`src/assert_macros.svh`:
```
// Assertion macros shared by the RTL. Each use stands on a line of its own.
`ifndef ASSERT_MACROS_SVH
`define ASSERT_MACROS_SVH

`ifndef SYNTHESIS

// Same-cycle implication, checked outside reset
`define ASSERT_IMPL(label, clk, rst_n, ante, cons) \
    label: assert property (@(posedge clk) disable iff (!(rst_n)) (ante) |-> (cons)) \
        else $error("assertion failed: same-cycle implication");

// Next-cycle implication, checked outside reset
`define ASSERT_NEXT(label, clk, rst_n, ante, cons) \
    label: assert property (@(posedge clk) disable iff (!(rst_n)) (ante) |=> (cons)) \
        else $error("assertion failed: next-cycle implication");

`else

`define ASSERT_IMPL(label, clk, rst_n, ante, cons)
`define ASSERT_NEXT(label, clk, rst_n, ante, cons)

`endif

`endif

```
`src/tte_pkg.sv`:
```
package tte_pkg;

    // Command codes
    localparam logic [1:0] CMD_BEGIN = 2'd0;
    localparam logic [1:0] CMD_CHAR  = 2'd1;
    localparam logic [1:0] CMD_END   = 2'd2;

    // Status codes
    localparam logic [1:0] ST_OK  = 2'd0;
    localparam logic [1:0] ST_BAD = 2'd1;
    localparam logic [1:0] ST_OVF = 2'd2;

    // Special tokens
    localparam logic [4:0] TOK_DOWN = 5'd30;
    localparam logic [4:0] TOK_UP   = 5'd31;

    // Most tokens one item can cause
    localparam int MAX_TOK = 5;

    // Shift levels
    localparam logic [1:0] LVL_WORD  = 2'd0;
    localparam logic [1:0] LVL_SPEC  = 2'd1;
    localparam logic [1:0] LVL_SPEC2 = 2'd2;

    typedef enum logic [2:0] {
        CLS_DIGIT,
        CLS_UPPER,
        CLS_LOWER,
        CLS_PUNCT,
        CLS_BAD
    } t_cls;

    typedef struct packed {
        t_cls       cls;
        logic [4:0] code;
    } t_char_info;

    // One queued item: its token list, length and common status
    typedef struct packed {
        logic [MAX_TOK-1:0][4:0] tok;
        logic [2:0]              n;
        logic [1:0]              status;
    } t_entry;

    typedef struct packed {
        logic   push;
        t_entry entry;
    } t_qwr;

    typedef struct packed {
        logic full;
        logic empty;
    } t_qstat;

    // Classify one text byte and give its code within its class
    function automatic t_char_info tte_classify(input logic [7:0] c);
        t_char_info r;
        r.cls  = CLS_BAD;
        r.code = 5'd0;
        if (c >= 8'h30 && c <= 8'h39) begin
            r.cls  = CLS_DIGIT;
            r.code = 5'(c - 8'h30);
        end else if (c >= 8'h41 && c <= 8'h5A) begin
            r.cls  = CLS_UPPER;
            r.code = 5'(c - 8'h41);
        end else if (c >= 8'h61 && c <= 8'h7A) begin
            r.cls  = CLS_LOWER;
            r.code = 5'(c - 8'h61);
        end else begin
            case (c)
                8'h20: begin r.cls = CLS_UPPER; r.code = 5'd26; end
                8'h2E: begin r.cls = CLS_UPPER; r.code = 5'd27; end
                8'h40: begin r.cls = CLS_LOWER; r.code = 5'd26; end
                8'h2D: begin r.cls = CLS_LOWER; r.code = 5'd27; end
                8'h21: begin r.cls = CLS_PUNCT; r.code = 5'd0;  end
                8'h22: begin r.cls = CLS_PUNCT; r.code = 5'd1;  end
                8'h23: begin r.cls = CLS_PUNCT; r.code = 5'd2;  end
                8'h24: begin r.cls = CLS_PUNCT; r.code = 5'd3;  end
                8'h25: begin r.cls = CLS_PUNCT; r.code = 5'd4;  end
                8'h26: begin r.cls = CLS_PUNCT; r.code = 5'd5;  end
                8'h27: begin r.cls = CLS_PUNCT; r.code = 5'd6;  end
                8'h28: begin r.cls = CLS_PUNCT; r.code = 5'd7;  end
                8'h29: begin r.cls = CLS_PUNCT; r.code = 5'd8;  end
                8'h2A: begin r.cls = CLS_PUNCT; r.code = 5'd9;  end
                8'h2B: begin r.cls = CLS_PUNCT; r.code = 5'd10; end
                8'h2C: begin r.cls = CLS_PUNCT; r.code = 5'd11; end
                8'h2F: begin r.cls = CLS_PUNCT; r.code = 5'd12; end
                8'h3A: begin r.cls = CLS_PUNCT; r.code = 5'd13; end
                8'h3B: begin r.cls = CLS_PUNCT; r.code = 5'd14; end
                8'h3C: begin r.cls = CLS_PUNCT; r.code = 5'd15; end
                8'h3D: begin r.cls = CLS_PUNCT; r.code = 5'd16; end
                8'h3E: begin r.cls = CLS_PUNCT; r.code = 5'd17; end
                8'h3F: begin r.cls = CLS_PUNCT; r.code = 5'd18; end
                8'h5B: begin r.cls = CLS_PUNCT; r.code = 5'd19; end
                8'h5C: begin r.cls = CLS_PUNCT; r.code = 5'd20; end
                8'h5D: begin r.cls = CLS_PUNCT; r.code = 5'd21; end
                8'h5E: begin r.cls = CLS_PUNCT; r.code = 5'd22; end
                8'h5F: begin r.cls = CLS_PUNCT; r.code = 5'd23; end
                8'h60: begin r.cls = CLS_PUNCT; r.code = 5'd24; end
                8'h7B: begin r.cls = CLS_PUNCT; r.code = 5'd25; end
                8'h7C: begin r.cls = CLS_PUNCT; r.code = 5'd26; end
                8'h7D: begin r.cls = CLS_PUNCT; r.code = 5'd27; end
                default: begin r.cls = CLS_BAD; r.code = 5'd0; end
            endcase
        end
        return r;
    endfunction

endpackage

```
`src/tte_in_if.sv`:
```
interface tte_in_if;
    logic       valid;
    logic       ready;
    logic [1:0] cmd;
    logic [7:0] character;

    modport source (output valid, output cmd, output character, input ready);
    modport sink   (input valid, input cmd, input character, output ready);
endinterface

```
`src/tte_out_if.sv`:
```
interface tte_out_if;
    logic       valid;
    logic       ready;
    logic [4:0] token;
    logic [1:0] status;
    logic       last;

    modport source (output valid, output token, output status, output last, input ready);
    modport sink   (input valid, input token, input status, input last, output ready);
endinterface

```
`src/text_to_five_bit_token_encoder.sv`:
```
// Path: an item is written into the entry queue, then its first token is loaded
// into the output register, where a stalled sink can hold it.
// Throughput: one input item per cycle while the entry queue has room;
// output is one token per cycle while the sink is ready, set by the single
// output register stepping through each entry's tokens (1 to 5).
// Reset (synchronous, active low): queue empty, shift level word, count 0,
// capacity 65535.
`include "assert_macros.svh"

module text_to_five_bit_token_encoder #(
    parameter int COUNT_BITS  = 16,
    parameter int QUEUE_DEPTH = 4
) (
    input  logic        i_clk,
    input  logic        i_rst_n,
    tte_in_if.sink      i_in,
    tte_out_if.source   o_out,
    input  logic        i_cfg_we,
    input  logic [15:0] i_cfg_wdata
);
    import tte_pkg::*;

    t_qwr   qwr;
    t_qstat qstat;
    t_entry head;
    logic   pop;

    tte_front #(
        .COUNT_BITS (COUNT_BITS)
    ) u_front (
        .i_clk       (i_clk),
        .i_rst_n     (i_rst_n),
        .i_in        (i_in),
        .i_cfg_we    (i_cfg_we),
        .i_cfg_wdata (i_cfg_wdata),
        .i_qstat     (qstat),
        .o_qwr       (qwr)
    );

    tte_queue #(
        .DEPTH (QUEUE_DEPTH)
    ) u_queue (
        .i_clk   (i_clk),
        .i_rst_n (i_rst_n),
        .i_qwr   (qwr),
        .i_pop   (pop),
        .o_head  (head),
        .o_qstat (qstat)
    );

    tte_back u_back (
        .i_clk   (i_clk),
        .i_rst_n (i_rst_n),
        .i_head  (head),
        .i_qstat (qstat),
        .o_pop   (pop),
        .o_out   (o_out)
    );

    // Never push into a full queue, never pop an empty one
    `ASSERT_IMPL(a_no_push_full, i_clk, i_rst_n, qwr.push, !qstat.full)
    `ASSERT_IMPL(a_no_pop_empty, i_clk, i_rst_n, pop, !qstat.empty)
    // An error result stands alone
    `ASSERT_IMPL(a_err_is_last, i_clk, i_rst_n, o_out.valid && o_out.status != ST_OK, o_out.last)
    // A popped entry leaves its final token on the output
    `ASSERT_NEXT(a_pop_marks_last, i_clk, i_rst_n, pop, o_out.valid && o_out.last)

endmodule

```
`src/tte_front.sv`:
```
module tte_front #(
    parameter int COUNT_BITS = 16
) (
    input  logic                i_clk,
    input  logic                i_rst_n,
    tte_in_if.sink              i_in,
    input  logic                i_cfg_we,
    input  logic [15:0]         i_cfg_wdata,
    input  tte_pkg::t_qstat     i_qstat,
    output tte_pkg::t_qwr       o_qwr
);
    import tte_pkg::*;

    localparam int SUM_BITS = ((COUNT_BITS > 16) ? COUNT_BITS : 16) + 1;
    localparam logic [SUM_BITS-1:0] CNT_MAX =
        {{(SUM_BITS-COUNT_BITS){1'b0}}, {COUNT_BITS{1'b1}}};

    logic [15:0]           r_cap;
    logic [1:0]            r_level;
    logic [1:0]            n_level;
    logic [COUNT_BITS-1:0] r_count;
    logic [COUNT_BITS-1:0] n_count;

    logic                    accept;
    t_char_info              info;
    logic [MAX_TOK-1:0][4:0] list_tok;
    logic [2:0]              list_n;
    logic [1:0]              list_lvl;
    logic [SUM_BITS-1:0]     total;
    logic                    fit;

    assign i_in.ready = !i_qstat.full;
    assign accept     = i_in.valid && i_in.ready;
    assign info       = tte_classify(i_in.character);

    // Build the token list for a character or end command
    always_comb begin
        logic [2:0] lvl;
        logic [2:0] iv;
        logic [2:0] ups;
        lvl      = {1'b0, r_level};
        ups      = 3'd2 - lvl;
        list_tok = '0;
        list_n   = 3'd1;
        list_lvl = LVL_WORD;
        for (int i = 0; i < MAX_TOK; i++) begin
            iv = 3'(i);
            if (i_in.cmd == CMD_END) begin
                list_tok[i] = TOK_DOWN;
            end else begin
                case (info.cls)
                    CLS_DIGIT: begin
                        list_tok[i] = (iv <= lvl) ? TOK_DOWN :
                                      (iv == lvl + 3'd1) ? info.code : TOK_UP;
                    end
                    CLS_UPPER: list_tok[i] = (iv < lvl) ? TOK_DOWN : info.code;
                    CLS_LOWER: begin
                        if (iv == 3'd0 && r_level == LVL_WORD) begin
                            list_tok[i] = TOK_UP;
                        end else if (iv == 3'd0 && r_level == LVL_SPEC2) begin
                            list_tok[i] = TOK_DOWN;
                        end else begin
                            list_tok[i] = info.code;
                        end
                    end
                    CLS_PUNCT: list_tok[i] = (iv < ups) ? TOK_UP : info.code;
                    default:   list_tok[i] = 5'd0;
                endcase
            end
        end
        if (i_in.cmd == CMD_END) begin
            list_n = lvl + 3'd1;
        end else begin
            case (info.cls)
                CLS_DIGIT: list_n = lvl + 3'd3;
                CLS_UPPER: list_n = lvl + 3'd1;
                CLS_LOWER: begin
                    list_n   = (r_level == LVL_SPEC) ? 3'd1 : 3'd2;
                    list_lvl = LVL_SPEC;
                end
                CLS_PUNCT: begin
                    list_n   = ups + 3'd1;
                    list_lvl = LVL_SPEC2;
                end
                default:   list_n = 3'd1;
            endcase
        end
    end

    // Capacity check on the count after this item
    assign total = SUM_BITS'(r_count) + SUM_BITS'(list_n);
    assign fit   = (total <= SUM_BITS'(r_cap)) && (total <= CNT_MAX);

    // Decide the queued entry and the next state
    always_comb begin
        n_level            = r_level;
        n_count            = r_count;
        o_qwr.push         = 1'b0;
        o_qwr.entry.tok    = list_tok;
        o_qwr.entry.n      = list_n;
        o_qwr.entry.status = ST_OK;
        if (accept) begin
            case (i_in.cmd)
                CMD_BEGIN: begin
                    o_qwr.push = 1'b1;
                    if (r_cap == 16'd0) begin
                        o_qwr.entry.tok    = '0;
                        o_qwr.entry.n      = 3'd1;
                        o_qwr.entry.status = ST_OVF;
                    end else begin
                        o_qwr.entry.tok    = {(MAX_TOK){TOK_UP}};
                        o_qwr.entry.n      = 3'd1;
                        n_level            = LVL_WORD;
                        n_count            = COUNT_BITS'(1);
                    end
                end
                CMD_CHAR, CMD_END: begin
                    o_qwr.push = 1'b1;
                    if (i_in.cmd == CMD_CHAR && info.cls == CLS_BAD) begin
                        o_qwr.entry.tok    = '0;
                        o_qwr.entry.n      = 3'd1;
                        o_qwr.entry.status = ST_BAD;
                    end else if (!fit) begin
                        o_qwr.entry.tok    = '0;
                        o_qwr.entry.n      = 3'd1;
                        o_qwr.entry.status = ST_OVF;
                    end else begin
                        n_level = list_lvl;
                        n_count = total[COUNT_BITS-1:0];
                    end
                end
                default: o_qwr.push = 1'b0;
            endcase
        end
    end

    // Hold capacity, shift level and token count
    always_ff @(posedge i_clk) begin
        if (!i_rst_n) begin
            r_cap   <= 16'hFFFF;
            r_level <= LVL_WORD;
            r_count <= '0;
        end else begin
            if (i_cfg_we) begin
                r_cap <= i_cfg_wdata;
            end
            r_level <= n_level;
            r_count <= n_count;
        end
    end

endmodule

```
`src/tte_queue.sv`:
```
module tte_queue #(
    parameter int DEPTH = 4
) (
    input  logic            i_clk,
    input  logic            i_rst_n,
    input  tte_pkg::t_qwr   i_qwr,
    input  logic            i_pop,
    output tte_pkg::t_entry o_head,
    output tte_pkg::t_qstat o_qstat
);
    import tte_pkg::*;

    localparam int AW = (DEPTH > 1) ? $clog2(DEPTH) : 1;
    localparam int CW = $clog2(DEPTH + 1);

    t_entry          r_mem [DEPTH];
    logic [AW-1:0]   r_wr;
    logic [AW-1:0]   r_rd;
    logic [CW-1:0]   r_cnt;
    logic            push;
    logic            pop;

    assign push          = i_qwr.push && !o_qstat.full;
    assign pop           = i_pop && !o_qstat.empty;
    assign o_qstat.full  = (r_cnt == CW'(DEPTH));
    assign o_qstat.empty = (r_cnt == '0);
    assign o_head        = r_mem[r_rd];

    // Store pushed entries
    always_ff @(posedge i_clk) begin
        if (push) begin
            r_mem[r_wr] <= i_qwr.entry;
        end
    end

    // Advance pointers and fill count
    always_ff @(posedge i_clk) begin
        if (!i_rst_n) begin
            r_wr  <= '0;
            r_rd  <= '0;
            r_cnt <= '0;
        end else begin
            if (push) begin
                r_wr <= (r_wr == AW'(DEPTH - 1)) ? '0 : r_wr + 1'b1;
            end
            if (pop) begin
                r_rd <= (r_rd == AW'(DEPTH - 1)) ? '0 : r_rd + 1'b1;
            end
            case ({push, pop})
                2'b10:   r_cnt <= r_cnt + 1'b1;
                2'b01:   r_cnt <= r_cnt - 1'b1;
                default: r_cnt <= r_cnt;
            endcase
        end
    end

endmodule

```
`src/tte_back.sv`:
```
module tte_back (
    input  logic            i_clk,
    input  logic            i_rst_n,
    input  tte_pkg::t_entry i_head,
    input  tte_pkg::t_qstat i_qstat,
    output logic            o_pop,
    tte_out_if.source       o_out
);
    import tte_pkg::*;

    logic       r_valid;
    logic [4:0] r_token;
    logic [1:0] r_status;
    logic       r_last;
    logic [2:0] r_idx;
    logic [2:0] n_idx;
    logic       load;
    logic       at_end;

    assign load   = !i_qstat.empty && (!r_valid || o_out.ready);
    assign at_end = (r_idx == i_head.n - 3'd1);
    assign o_pop  = load && at_end;
    assign n_idx  = at_end ? 3'd0 : r_idx + 3'd1;

    assign o_out.valid  = r_valid;
    assign o_out.token  = r_token;
    assign o_out.status = r_status;
    assign o_out.last   = r_last;

    // Step through the head entry, one token per beat
    always_ff @(posedge i_clk) begin
        if (!i_rst_n) begin
            r_valid <= 1'b0;
            r_idx   <= 3'd0;
        end else begin
            if (load) begin
                r_valid <= 1'b1;
                r_idx   <= n_idx;
            end else if (o_out.ready) begin
                r_valid <= 1'b0;
            end
        end
    end

    // Output payload register
    always_ff @(posedge i_clk) begin
        if (load) begin
            r_token  <= i_head.tok[r_idx];
            r_status <= i_head.status;
            r_last   <= at_end;
        end
    end

endmodule
```
`src/flat_wrapper.sv`:
```
// flat-port wrapper written by rule: the top's interface ports become plain ports
module text_to_five_bit_token_encoder_flat import tte_pkg::*;
#(
    parameter int COUNT_BITS  = 16,
    parameter int QUEUE_DEPTH = 4
)
  (i_clk, i_rst_n, i_cfg_we, i_cfg_wdata, i_in_valid, i_in_cmd, i_in_character, i_in_ready, o_out_valid, o_out_token, o_out_status, o_out_last, o_out_ready);
  tte_in_if i_in_i ();
  tte_out_if o_out_i ();
  input  logic i_clk;
  input  logic i_rst_n;
  input  logic i_cfg_we;
  input  logic [15:0] i_cfg_wdata;
  input wire logic [$bits(i_in_i.valid)-1:0] i_in_valid;
  input wire logic [$bits(i_in_i.cmd)-1:0] i_in_cmd;
  input wire logic [$bits(i_in_i.character)-1:0] i_in_character;
  output wire logic [$bits(i_in_i.ready)-1:0] i_in_ready;
  output wire logic [$bits(o_out_i.valid)-1:0] o_out_valid;
  output wire logic [$bits(o_out_i.token)-1:0] o_out_token;
  output wire logic [$bits(o_out_i.status)-1:0] o_out_status;
  output wire logic [$bits(o_out_i.last)-1:0] o_out_last;
  input wire logic [$bits(o_out_i.ready)-1:0] o_out_ready;
  assign i_in_i.valid = i_in_valid;
  assign i_in_i.cmd = i_in_cmd;
  assign i_in_i.character = i_in_character;
  assign i_in_ready = i_in_i.ready;
  assign o_out_valid = o_out_i.valid;
  assign o_out_token = o_out_i.token;
  assign o_out_status = o_out_i.status;
  assign o_out_last = o_out_i.last;
  assign o_out_i.ready = o_out_ready;
  text_to_five_bit_token_encoder #(.COUNT_BITS(COUNT_BITS), .QUEUE_DEPTH(QUEUE_DEPTH)) u_core (.i_clk(i_clk), .i_rst_n(i_rst_n), .i_in(i_in_i), .o_out(o_out_i), .i_cfg_we(i_cfg_we), .i_cfg_wdata(i_cfg_wdata));
endmodule
```
`config.mk`:
```
export PLATFORM = sky130hd
export DESIGN_NAME = text_to_five_bit_token_encoder_flat
export DESIGN_NICKNAME = d
export VERILOG_FILES = /design/src/tte_pkg.sv /design/src/tte_in_if.sv /design/src/tte_out_if.sv /design/src/text_to_five_bit_token_encoder.sv /design/src/tte_front.sv /design/src/tte_queue.sv /design/src/tte_back.sv /design/src/flat_wrapper.sv
export VERILOG_INCLUDE_DIRS = /design/src /design/src/src
export SDC_FILE = /design/constraint.sdc
export NUM_CORES = 1
export LEC_CHECK = 0
export BUFFER_PORTS_ARGS = -buffer_cell sky130_fd_sc_hd__buf_4
export CAP_MARGIN = 20
export CELL_PAD_IN_SITES_DETAIL_PLACEMENT = 1
export CELL_PAD_IN_SITES_GLOBAL_PLACEMENT = 2
export CORE_UTILIZATION = 40
export CTS_BUF_LIST = sky130_fd_sc_hd__clkbuf_4
export DETAILED_ROUTE_END_ITERATION = 8
export GPL_ROUTABILITY_DRIVEN = 0
export PLACE_DENSITY = 0.83
export SYNTH_ARGS = -nofsm -noshare
export SYNTH_HDL_FRONTEND = slang
export SYNTH_SLANG_ARGS = --single-unit
```
`constraint.sdc`:
```
create_clock -name i_clk -period 6.48 [get_ports i_clk]
set_input_delay 0.648 -clock i_clk [delete_from_list [all_inputs] [get_ports i_clk]]
set_output_delay 0.648 -clock i_clk [all_outputs]
set_load 0.01 [all_outputs]
```
==> flow_metrics.py, run 1 <==
metrics = {
    "run_status": {
        "status": "finished clean",
    },
    "cells_and_area": {
        "final-seq-area_um2": 4790,
        "nFillCells": 2563,
        "final_area_um2": 10500,
        "area_delta_synth_final_pct": 10.4,
        "final_common_cell": "edfxtp_1",
        "multi_input_area_um2": 4310,
        "mostFrequentLayoutCells": "edfxtp_1, nand2_1, buf_4",
        "nets": 951,
        "drive_above_1_share": 0.179,
    },
    "power": {
        "ir_drop_v": 0.000130,
        "power_mw": 2.62,
        "p_per_area_nw_per_um2": 250,
        "p_leak_nw": 3.95,
    },
    "grt": {
        "grt_pass1_wl_um": 38700,
        "grt_start_max_net_pins": 47,
        "antenna_found_initial": 1,
        "grt_pass1_vias": 6934,
        "grt_overflow": 0,
        "grt.total_usage": 0.208,
    },
    "placement": {
        "pre_cts_slack_ps": 19.1,
        "placed_area_um2": 10200,
        "numPortBuffers": 40,
        "dp_hpwl_um": 17200,
    },
    "floorplan": {
        "rows": 56,
        "die_area_um2": 24400,
        "die_h_um": 156,
        "initial_core_util": 0.406,
        "ios": 41,
        "core_area_um2": 23400,
        "die_x_um": 156,
    },
    "sta": {
        "post-route-period-util": 0.912,
        "relSlewSlack": 0.369,
        "drv_slew": 0,
        "setup_viol": 0,
        "rsz0062_at_grt": "false",
        "tns_ps": 0,
        "max_freq_ghz": 0.169,
        "final_hold_viol_count": 0,
        "fin_crit_ps": 5910,
        "worst_slack_ps": 569,
        "clock_skew_ps": 26.0,
        "worst_pin_slew_ps": 942,
    },
    "cts": {
        "cts_buffers": 17,
        "post_cts_resized": 0,
        "clk_latency_ps": 580,
        "cts_tree": "yes",
        "cts_buffer_depth": 2,
        "cts.clk_slew.worst_paths_ps": 160,
        "root_buffer": "clkbuf_4",
        "htreeDepth": 4,
        "cts.sinks": 175,
        "postCtsSetupBuffers": 0,
        "ctsHoldBuffers": 0,
    },
    "yosys": {
        "syn-instance-count": 830,
        "syn-cell-area_um2": 9500,
        "synth-edff-count": 128,
        "syn_nets": 910,
        "syn_avg_cell_area_um2": 11.4,
        "synth_ff_type": "edfxtp_1",
        "synth_seq_area_share": 0.504,
        "yosysUniqueCellTypes": 70,
        "synth_seq_cells": 175,
        "async_reset_ff_frac": 0,
        "yosys_warnings": 0,
    },
    "route": {
        "drc": 0,
        "viasPerCell": 5.61,
        "drt-total-wl_um": 24000,
        "drtIter0Drc": 348,
        "wl_per_cell_um": 19.9,
        "ant_nets": 0,
        "dr_total_vias": 6751,
        "drt-pass1-iter-count": 4,
    },
    "run": {
        "drv_cap": 0,
    },
    "setup_path": {
        "critPathCaptureType": "flop",
        "worstPathArrival_ps": 6230,
        "cp-start-kind": "input port",
        "setup.worst_path.class": "input port to flop",
        "cp_data_required_time_ps": 6800,
        "crit_path_max_fanout": 13,
    },
    "hold_path": {
        "hp-class": "input port to flop",
    },
}
[report_power, final]
part	switching, mW	internal, mW
registers	0.0617	1.33
clock network	0.420	0.210
logic	0.334	0.272
[state kept, by name (all words and copies together) (netlist names), named ones only]
signal                      count
u_core.u_back.o_out.status      2
u_core.u_back.o_out.token       5
u_core.u_queue.r_rd             2
u_core.u_queue.r_mem          120
u_core.u_front.r_level          2
u_core.u_queue.r_wr             2
u_core.u_back.o_out.valid       1
u_core.u_front.r_cap           16
u_core.u_queue.r_cnt            3
u_core.u_back.r_idx             3
u_core.u_front.r_count         16
u_core.u_back.o_out.last        1
[metrics by stage]
step,std cells,hold slack [ps],utilization
floorplan,830,442,-
finish,1204,281,0.448
detailed placement,1171,473,0.436
CTS,1203,219,0.448
global route,1204,254,0.448
global placement,1171,457,0.436
[worst max-delay path, stage by stage]
cell and delay, ps:
buf_4 160, inv_1 110, ha_1 300, ha_1 230
or3b_2 470, o211ai_1 120, nand4b_1 200, o21a_1 290
nor3_1 230, a21oi_1 140, ha_1 230, fa_1 410
a21o_1 230, and4b_1 200, and3_1 240, nand3_1 110
xnor2_1 150, ha_1 280, a21o_1 160, a21oi_1 150
o21a_1 130, a21bo_2 170, a211oi_2 70, buf_4 180
a21o_1 250, a31oi_1 370
[final cells by class]
class,instances,area share
diodes,1,0.000239
well taps,319,0.0381
multi-input cells,560,0.410
flip-flops and latches,175,0.456
inverters,46,0.0165
repair buffers,71,0.0508
clock buffers,17,0.0122
clock inverters,15,0.0155
[Yosys cell counts (10+ instances only)]
library cell | number | area share
edfxtp_1 | 128 | 0.40
nand2_1 | 89 | 0.035
a21oi_1 | 47 | 0.025
dfxtp_1 | 47 | 0.099
ha_1 | 47 | 0.062
inv_1 | 44 | 0.017
mux4_2 | 35 | 0.083
nor2_1 | 32 | 0.013
o21ai_0 | 31 | 0.016
nand3_1 | 29 | 0.015
clkbuf_1 | 27 | 0.011
mux2i_1 | 23 | 0.024
a31oi_1 | 22 | 0.014
o211ai_1 | 21 | 0.017
buf_2 | 16 | 0.0084
nor3_1 | 15 | 0.0079
xnor2_1 | 15 | 0.014
and2_1 | 11 | 0.0072
nand4_1 | 10 | 0.0066
xor2_1 | 10 | 0.0092
[routing by layer]
layer  global-route usage  up-vias  part of all wire
met5                    0        -                 0
met4               0.0523        0             0.011
met3               0.0300       21             0.024
met2                0.358      114              0.50
met1                0.276     3411              0.47
li1                     -     3205                 -
[kinds of logic after synthesis]
group	after synthesis	synth area share
AO/OA/AOI/OAI	187	0.131
XOR/XNOR	25	0.0231
adder cells (fa/ha/maj)	49	0.0661
buffers and inverters	95	0.0429
flip-flops	175	0.504
multiplexers	58	0.107
AND/OR/NAND/NOR	241	0.126
[final timing paths]
check | cells past startpoint | end | start | slack (ps)
max | 26 | u_core.u_queue.r_mem[1][18] | i_in_character[1] | 570
min | 3 | u_core.u_front.r_cap[6] | i_cfg_wdata[6] | 280
max reg2reg | 21 | u_core.u_queue.r_mem[1][18] | u_core.u_front.r_level[1] | 1470
min reg2reg | 2 | u_core.u_front.r_count[2] | u_core.u_front.r_count[2] | 490
(Power assumes the default switching activity.)
==> run 2: changes to the inputs <==
CTS_BUF_LIST = sky130_fd_sc_hd__clkbuf_8   (was sky130_fd_sc_hd__clkbuf_4)
GPL_TIMING_DRIVEN = 0   (was unset)
==> flow_metrics.py, run 2 (synthesis results as in run 1) <==
metrics = {
    "sta": {
        "max_freq_ghz": 0.160,
        "tns_ps": 0,
        "relSlewSlack": 0.424,
        "drv_slew": 0,
        "final_hold_viol_count": 0,
        "post-route-period-util": 0.965,
        "clock_skew_ps": 22.7,
        "worst_pin_slew_ps": 864,
        "fin_crit_ps": 6250,
        "setup_viol": 0,
        "fin_hold_ws_ps": 390,
    },
    "grt": {
        "antenna_found_initial": 0,
        "grt_pass1_wl_um": 38600,
        "grt.total_usage": 0.208,
        "grt_pass1_vias": 6968,
        "grt_overflow": 0,
        "grt_start_max_net_pins": 31,
    },
    "setup_path": {
        "setup.worst_path.class": "input port to flop",
        "critPathCaptureType": "flop",
        "cp_data_required_time_ps": 6620,
        "crit_family": "simple AND/OR/NAND/NOR gates",
        "cpMostUsedCell": "buf_4",
        "startpoint": "i_in_character[2]",
        "cp-start-kind": "input port",
        "crit_path_max_fanout": 10,
        "regToRegStartpoint": "u_core.u_front.r_level[1]",
        "cp_slowest_stage_delay_ps": 440,
        "worstPathArrival_ps": 6390,
        "cp_num_buf_inv": 7,
        "slowest_stage": "a211oi_4",
    },
    "route": {
        "ant_nets": 0,
        "viasPerCell": 5.52,
        "wl_per_cell_um": 20.0,
        "dr_total_vias": 6773,
        "drt-total-wl_um": 24500,
        "drc": 0,
        "drt-pass1-iter-count": 4,
        "drtIter0Drc": 387,
    },
    "cts": {
        "cts_tree": "yes",
        "root_buffer": "clkbuf_8",
        "cts_buffer_depth": 2,
        "clk_latency_ps": 470,
        "cts.clk_slew.worst_paths_ps": 100,
        "cts.sinks": 175,
        "cts_buffers": 17,
        "htreeDepth": 4,
    },
    "floorplan": {
        "die_h_um": 156,
        "initial_core_util": 0.406,
        "rows": 56,
        "ios": 41,
        "die_x_um": 156,
        "die_area_um2": 24400,
        "core_area_um2": 23400,
    },
    "run": {
        "drv_cap": 0,
    },
    "hold_path": {
        "hp-start": "i_cfg_wdata[5]",
        "hp-class": "input port to flop",
    },
    "power": {
        "p_per_area_nw_per_um2": 259,
        "ir_drop_v": 0.000117,
        "p_leak_nw": 4.06,
        "power_mw": 2.82,
    },
    "cells_and_area": {
        "nets": 974,
        "largestRegisters": "u_core.u_queue.r_mem (120), u_core.u_front.r_cap (16), u_core.u_front.r_count (16)",
        "largest_reg_flops": 120,
        "final_area_um2": 10900,
        "drive_above_1_share": 0.204,
        "diodes": 0,
        "area_delta_synth_final_pct": 14.6,
        "max_flop_register": "u_core.u_queue.r_mem",
        "mostFrequentLayoutCells": "edfxtp_1, nand2_1, dfxtp_1",
        "final_common_cell": "edfxtp_1",
        "nFillCells": 2571,
    },
    "placement": {
        "numPortBuffers": 39,
        "dp_hpwl_um": 17500,
        "placed_area_um2": 10200,
    },
    "run_status": {
        "status": "finished clean",
    },
}
[run 2: cell count changes in the layout (fill, tap and decap cells not counted), moves of 5 or more]
cell,before,now
buf_4,71,46
clkbuf_1,0,25
clkbuf_8,0,17
clkbuf_4,17,1
buf_2,0,12
a21oi_1,47,42
buf_6,0,5
inv_6,7,2
[run 2: worst register-to-register path, cell delays in order, from the launching register on]
cell      delay [ps]
dfxtp_1          540
ha_1             210
clkbuf_1         350
nand2_1           90
a31oi_1          220
o22ai_2          160
ha_1             400
a21o_1           190
and4b_1          250
and3_2           250
nand3_1          130
xnor2_2          180
ha_1             310
nand3_1          110
nor2_2           160
o31ai_2          120
a21bo_4          270
a211oi_4         440
buf_6            190
a31oi_1          100
[run 2: worst paths after layout]
check	end	slack (ps)	depth (start not counted)
worst max register to register	u_core.u_queue.r_mem[1][29]	1480	19
worst min-delay path	u_core.u_front.r_cap[5]	390	3
worst min register to register	u_core.u_front.r_count[0]	480	2
worst max-delay path	u_core.u_queue.r_mem[1][29]	230	28
[run 2: what timing repair did]
item,in CTS,in global routing
setup endpoints to repair,134,132
gates resized for setup,25,28
gates cloned,0,2
hold buffers,0,0
setup buffers,2,2
pin swaps,3,8
[run 2: metrics by stage]
step	setup slack, ps	cells	util
global route	-36.1	1226	0.465
finish	230	1226	0.465
detailed placement	-1810	1190	0.436
floorplan	132	830	-
CTS	39.9	1223	0.460
global placement	-1840	1188	0.435
[run 2: cell type report]
| class | count | area, µm² | area share |
|---|---|---|---|
| flip-flops and latches | 175 | 4780 | 0.440 |
| multi-input cells | 561 | 4510 | 0.415 |
| well taps | 319 | 399 | 0.0367 |
| repair buffers | 46 | 353 | 0.0324 |
| plain buffers | 47 | 249 | 0.0229 |
| clock buffers | 17 | 234 | 0.0215 |
| clock inverters | 15 | 179 | 0.0164 |
| inverters | 46 | 173 | 0.0159 |
[run 2: layer usage]
metal | wire length (µm) | global-route usage
met1 | 11500 | 0.281
met2 | 12000 | 0.351
met3 | 690 | 0.0297
met4 | 252 | 0.0523
met5 | 0 | 0
[run 2: report_power, final]
part / switching [mW] / total, mW / internal (mW) / leakage (nW)
Combinational: 0.373 / 0.659 / 0.285 / 2.28
Clock: 0.442 / 0.799 / 0.357 / 0.210
Sequential: 0.0355 / 1.36 / 1.33 / 1.57
Total: 0.851 / 2.82 / 1.97 / 4.06
==> run 3: changes to the inputs <==
GPL_TIMING_DRIVEN = unset   (was 0)
==> flow_metrics.py, run 3 (synthesis results as in run 1) <==
metrics = {
    "run_status": {
        "status": "finished clean",
    },
    "grt": {
        "grtUsageMet1": 0.276,
        "grt.total_usage": 0.209,
        "grt_start_max_net_pins": 47,
        "grtUsageMet2": 0.356,
        "grt_pass1_vias": 6968,
        "grt_overflow": 0,
        "use_met3": 0.0322,
        "grt_pass1_wl_um": 38900,
        "grt-busiest-layer": "met2",
        "antenna_found_initial": 0,
    },
    "cts": {
        "clk_latency_ps": 470,
        "cts.clk_slew.worst_paths_ps": 90,
        "cts_tree": "yes",
        "root_buffer": "clkbuf_8",
        "post_cts_resized": 0,
        "cts.sinks": 175,
        "cts_buffers": 17,
        "cts_buffer_depth": 2,
        "postCtsSetupBuffers": 0,
        "htreeDepth": 4,
        "ctsHoldBuffers": 0,
    },
    "run": {
        "drv_cap": 0,
    },
    "power": {
        "seq_power_share": 0.504,
        "ir_drop_v": 0.000115,
        "p_leak_nw": 3.99,
        "intPower_mw": 1.92,
        "p_per_area_nw_per_um2": 260,
        "p_sw_frac": 0.303,
        "pwr-share-comb": 0.220,
        "pwr-share-clk": 0.277,
        "power_switching_uw": 834,
        "power_mw": 2.76,
    },
    "route": {
        "drt-total-wl_um": 23900,
        "dr_total_vias": 6742,
        "drtIter0Drc": 341,
        "viasPerCell": 5.60,
        "drc": 0,
        "wl_per_cell_um": 19.9,
        "drt-pass1-iter-count": 4,
        "ant_nets": 0,
    },
    "sta": {
        "max_freq_ghz": 0.167,
        "fin_crit_ps": 5990,
        "setup_viol": 0,
        "rsz0062_at_grt": "false",
        "post-route-period-util": 0.924,
        "clock_skew_ps": 20.4,
        "drv_slew": 0,
        "relSlewSlack": 0.358,
        "final_hold_viol_count": 0,
        "worst_pin_slew_ps": 960,
        "tns_ps": 0,
    },
    "floorplan": {
        "initial_core_util": 0.406,
        "die_x_um": 156,
        "rows": 56,
        "ios": 41,
        "core_area_um2": 23400,
        "die_area_um2": 24400,
        "die_h_um": 156,
    },
    "setup_path": {
        "cp_data_required_time_ps": 6680,
        "cp-start-kind": "input port",
        "cpMostUsedCell": "ha_1",
        "crit_family": "compound AO/OA/AOI/OAI gates",
        "setup.worst_path.class": "input port to flop",
        "cp_num_buf_inv": 4,
        "critPathCaptureType": "flop",
        "slowest_stage": "or3b_2",
        "cp_slowest_stage_delay_ps": 470,
        "crit_path_max_fanout": 10,
        "worstPathArrival_ps": 6180,
    },
    "cells_and_area": {
        "final_common_cell": "edfxtp_1",
        "nFillCells": 2548,
        "drive_above_1_share": 0.179,
        "diodes": 0,
        "largest_reg_flops": 120,
        "max_flop_register": "u_core.u_queue.r_mem",
        "largestRegisters": "u_core.u_queue.r_mem (120), u_core.u_front.r_cap (16), u_core.u_front.r_count (16)",
        "nets": 951,
        "mostFrequentLayoutCells": "edfxtp_1, nand2_1, buf_4",
        "area_delta_synth_final_pct": 11.5,
    },
    "placement": {
        "dp_hpwl_um": 17200,
        "numPortBuffers": 40,
    },
    "hold_path": {
        "hp-class": "input port to flop",
    },
}
-- run 3: changes by cell type in the layout (fill, tap and decap cells not counted), sizes merged --
cell and delta:
bufinv -1, a21bo -1, clkinvlp -2, inv +2
clkdlybuf4s15 -1, clkbuf -26, buf +5, clkinv +1
-- run 3: stage by stage --
stage	cell area (µm²)	setup slack (ps)	util	hold slack [ps]	cells
floorplan	9500	132	-	442	830
finish	10600	494	0.453	393	1203
CTS	10600	516	0.453	357	1203
global placement	10200	268	0.436	457	1171
detailed placement	10200	19.1	0.436	473	1171
global route	10600	22.6	0.453	389	1203
-- run 3: power groups by stage --
stage          sequential (mW)  combinational (mW)  clock (mW)
6_report                  1.39               0.605       0.762
3_3_place_gp              1.41               0.590           0
3_5_place_dp              1.42               0.611           0
5_1_grt                   1.40               0.669       0.819
2_1_floorplan             1.39               0.415           0
4_1_cts                   1.39               0.613       0.790
-- run 3: area by class of cell --
| class | instances | area, µm² | area share |
|---|---|---|---|
| inverter | 46 | 173 | 0.0163 |
| multi-input combinational | 560 | 4310 | 0.406 |
| clock buffer | 17 | 234 | 0.0221 |
| timing repair buffer | 71 | 533 | 0.0503 |
| sequential | 175 | 4790 | 0.452 |
| clock inverter | 15 | 163 | 0.0154 |
| tap | 319 | 399 | 0.0377 |
-- run 3: worst register-to-register path, stage by stage, from the launching register on --
cell      delay [ps]
dfxtp_1          560
inv_1            240
ha_1             370
nor2_1           210
nand4_1          160
nand3_1          170
ha_1             250
a21o_1           150
a21oi_1          280
buf_4            190
nor2_1            60
nand2_1           90
xnor2_1          150
ha_1             300
a21oi_1          130
a21boi_0         120
o31ai_1          240
a21bo_2          230
a211oi_2          70
buf_4            180
buf_4            170
a31oi_1          400
-- run 3: path summary, 6_finish.rpt --
kind                                  start                     endpoint  slack [ps]  depth (start not counted)
setup / recovery          i_in_character[0]  u_core.u_queue.r_mem[2][23]         490                         26
hold reg to reg   u_core.u_front.r_count[2]    u_core.u_front.r_count[2]         490                          2
setup reg to reg  u_core.u_front.r_level[1]  u_core.u_queue.r_mem[2][23]        1510                         21
hold / removal               i_cfg_wdata[6]      u_core.u_front.r_cap[6]         390                          3
-- run 3: per-layer routing --
layer | vias up | share of wire | routed length (µm)
li1 | 3200 | - | -
met1 | 3426 | 0.47 | 11300
met2 | 96 | 0.49 | 11800
met3 | 20 | 0.023 | 551
met4 | 0 | 0.012 | 281
met5 | - | 0 | 0
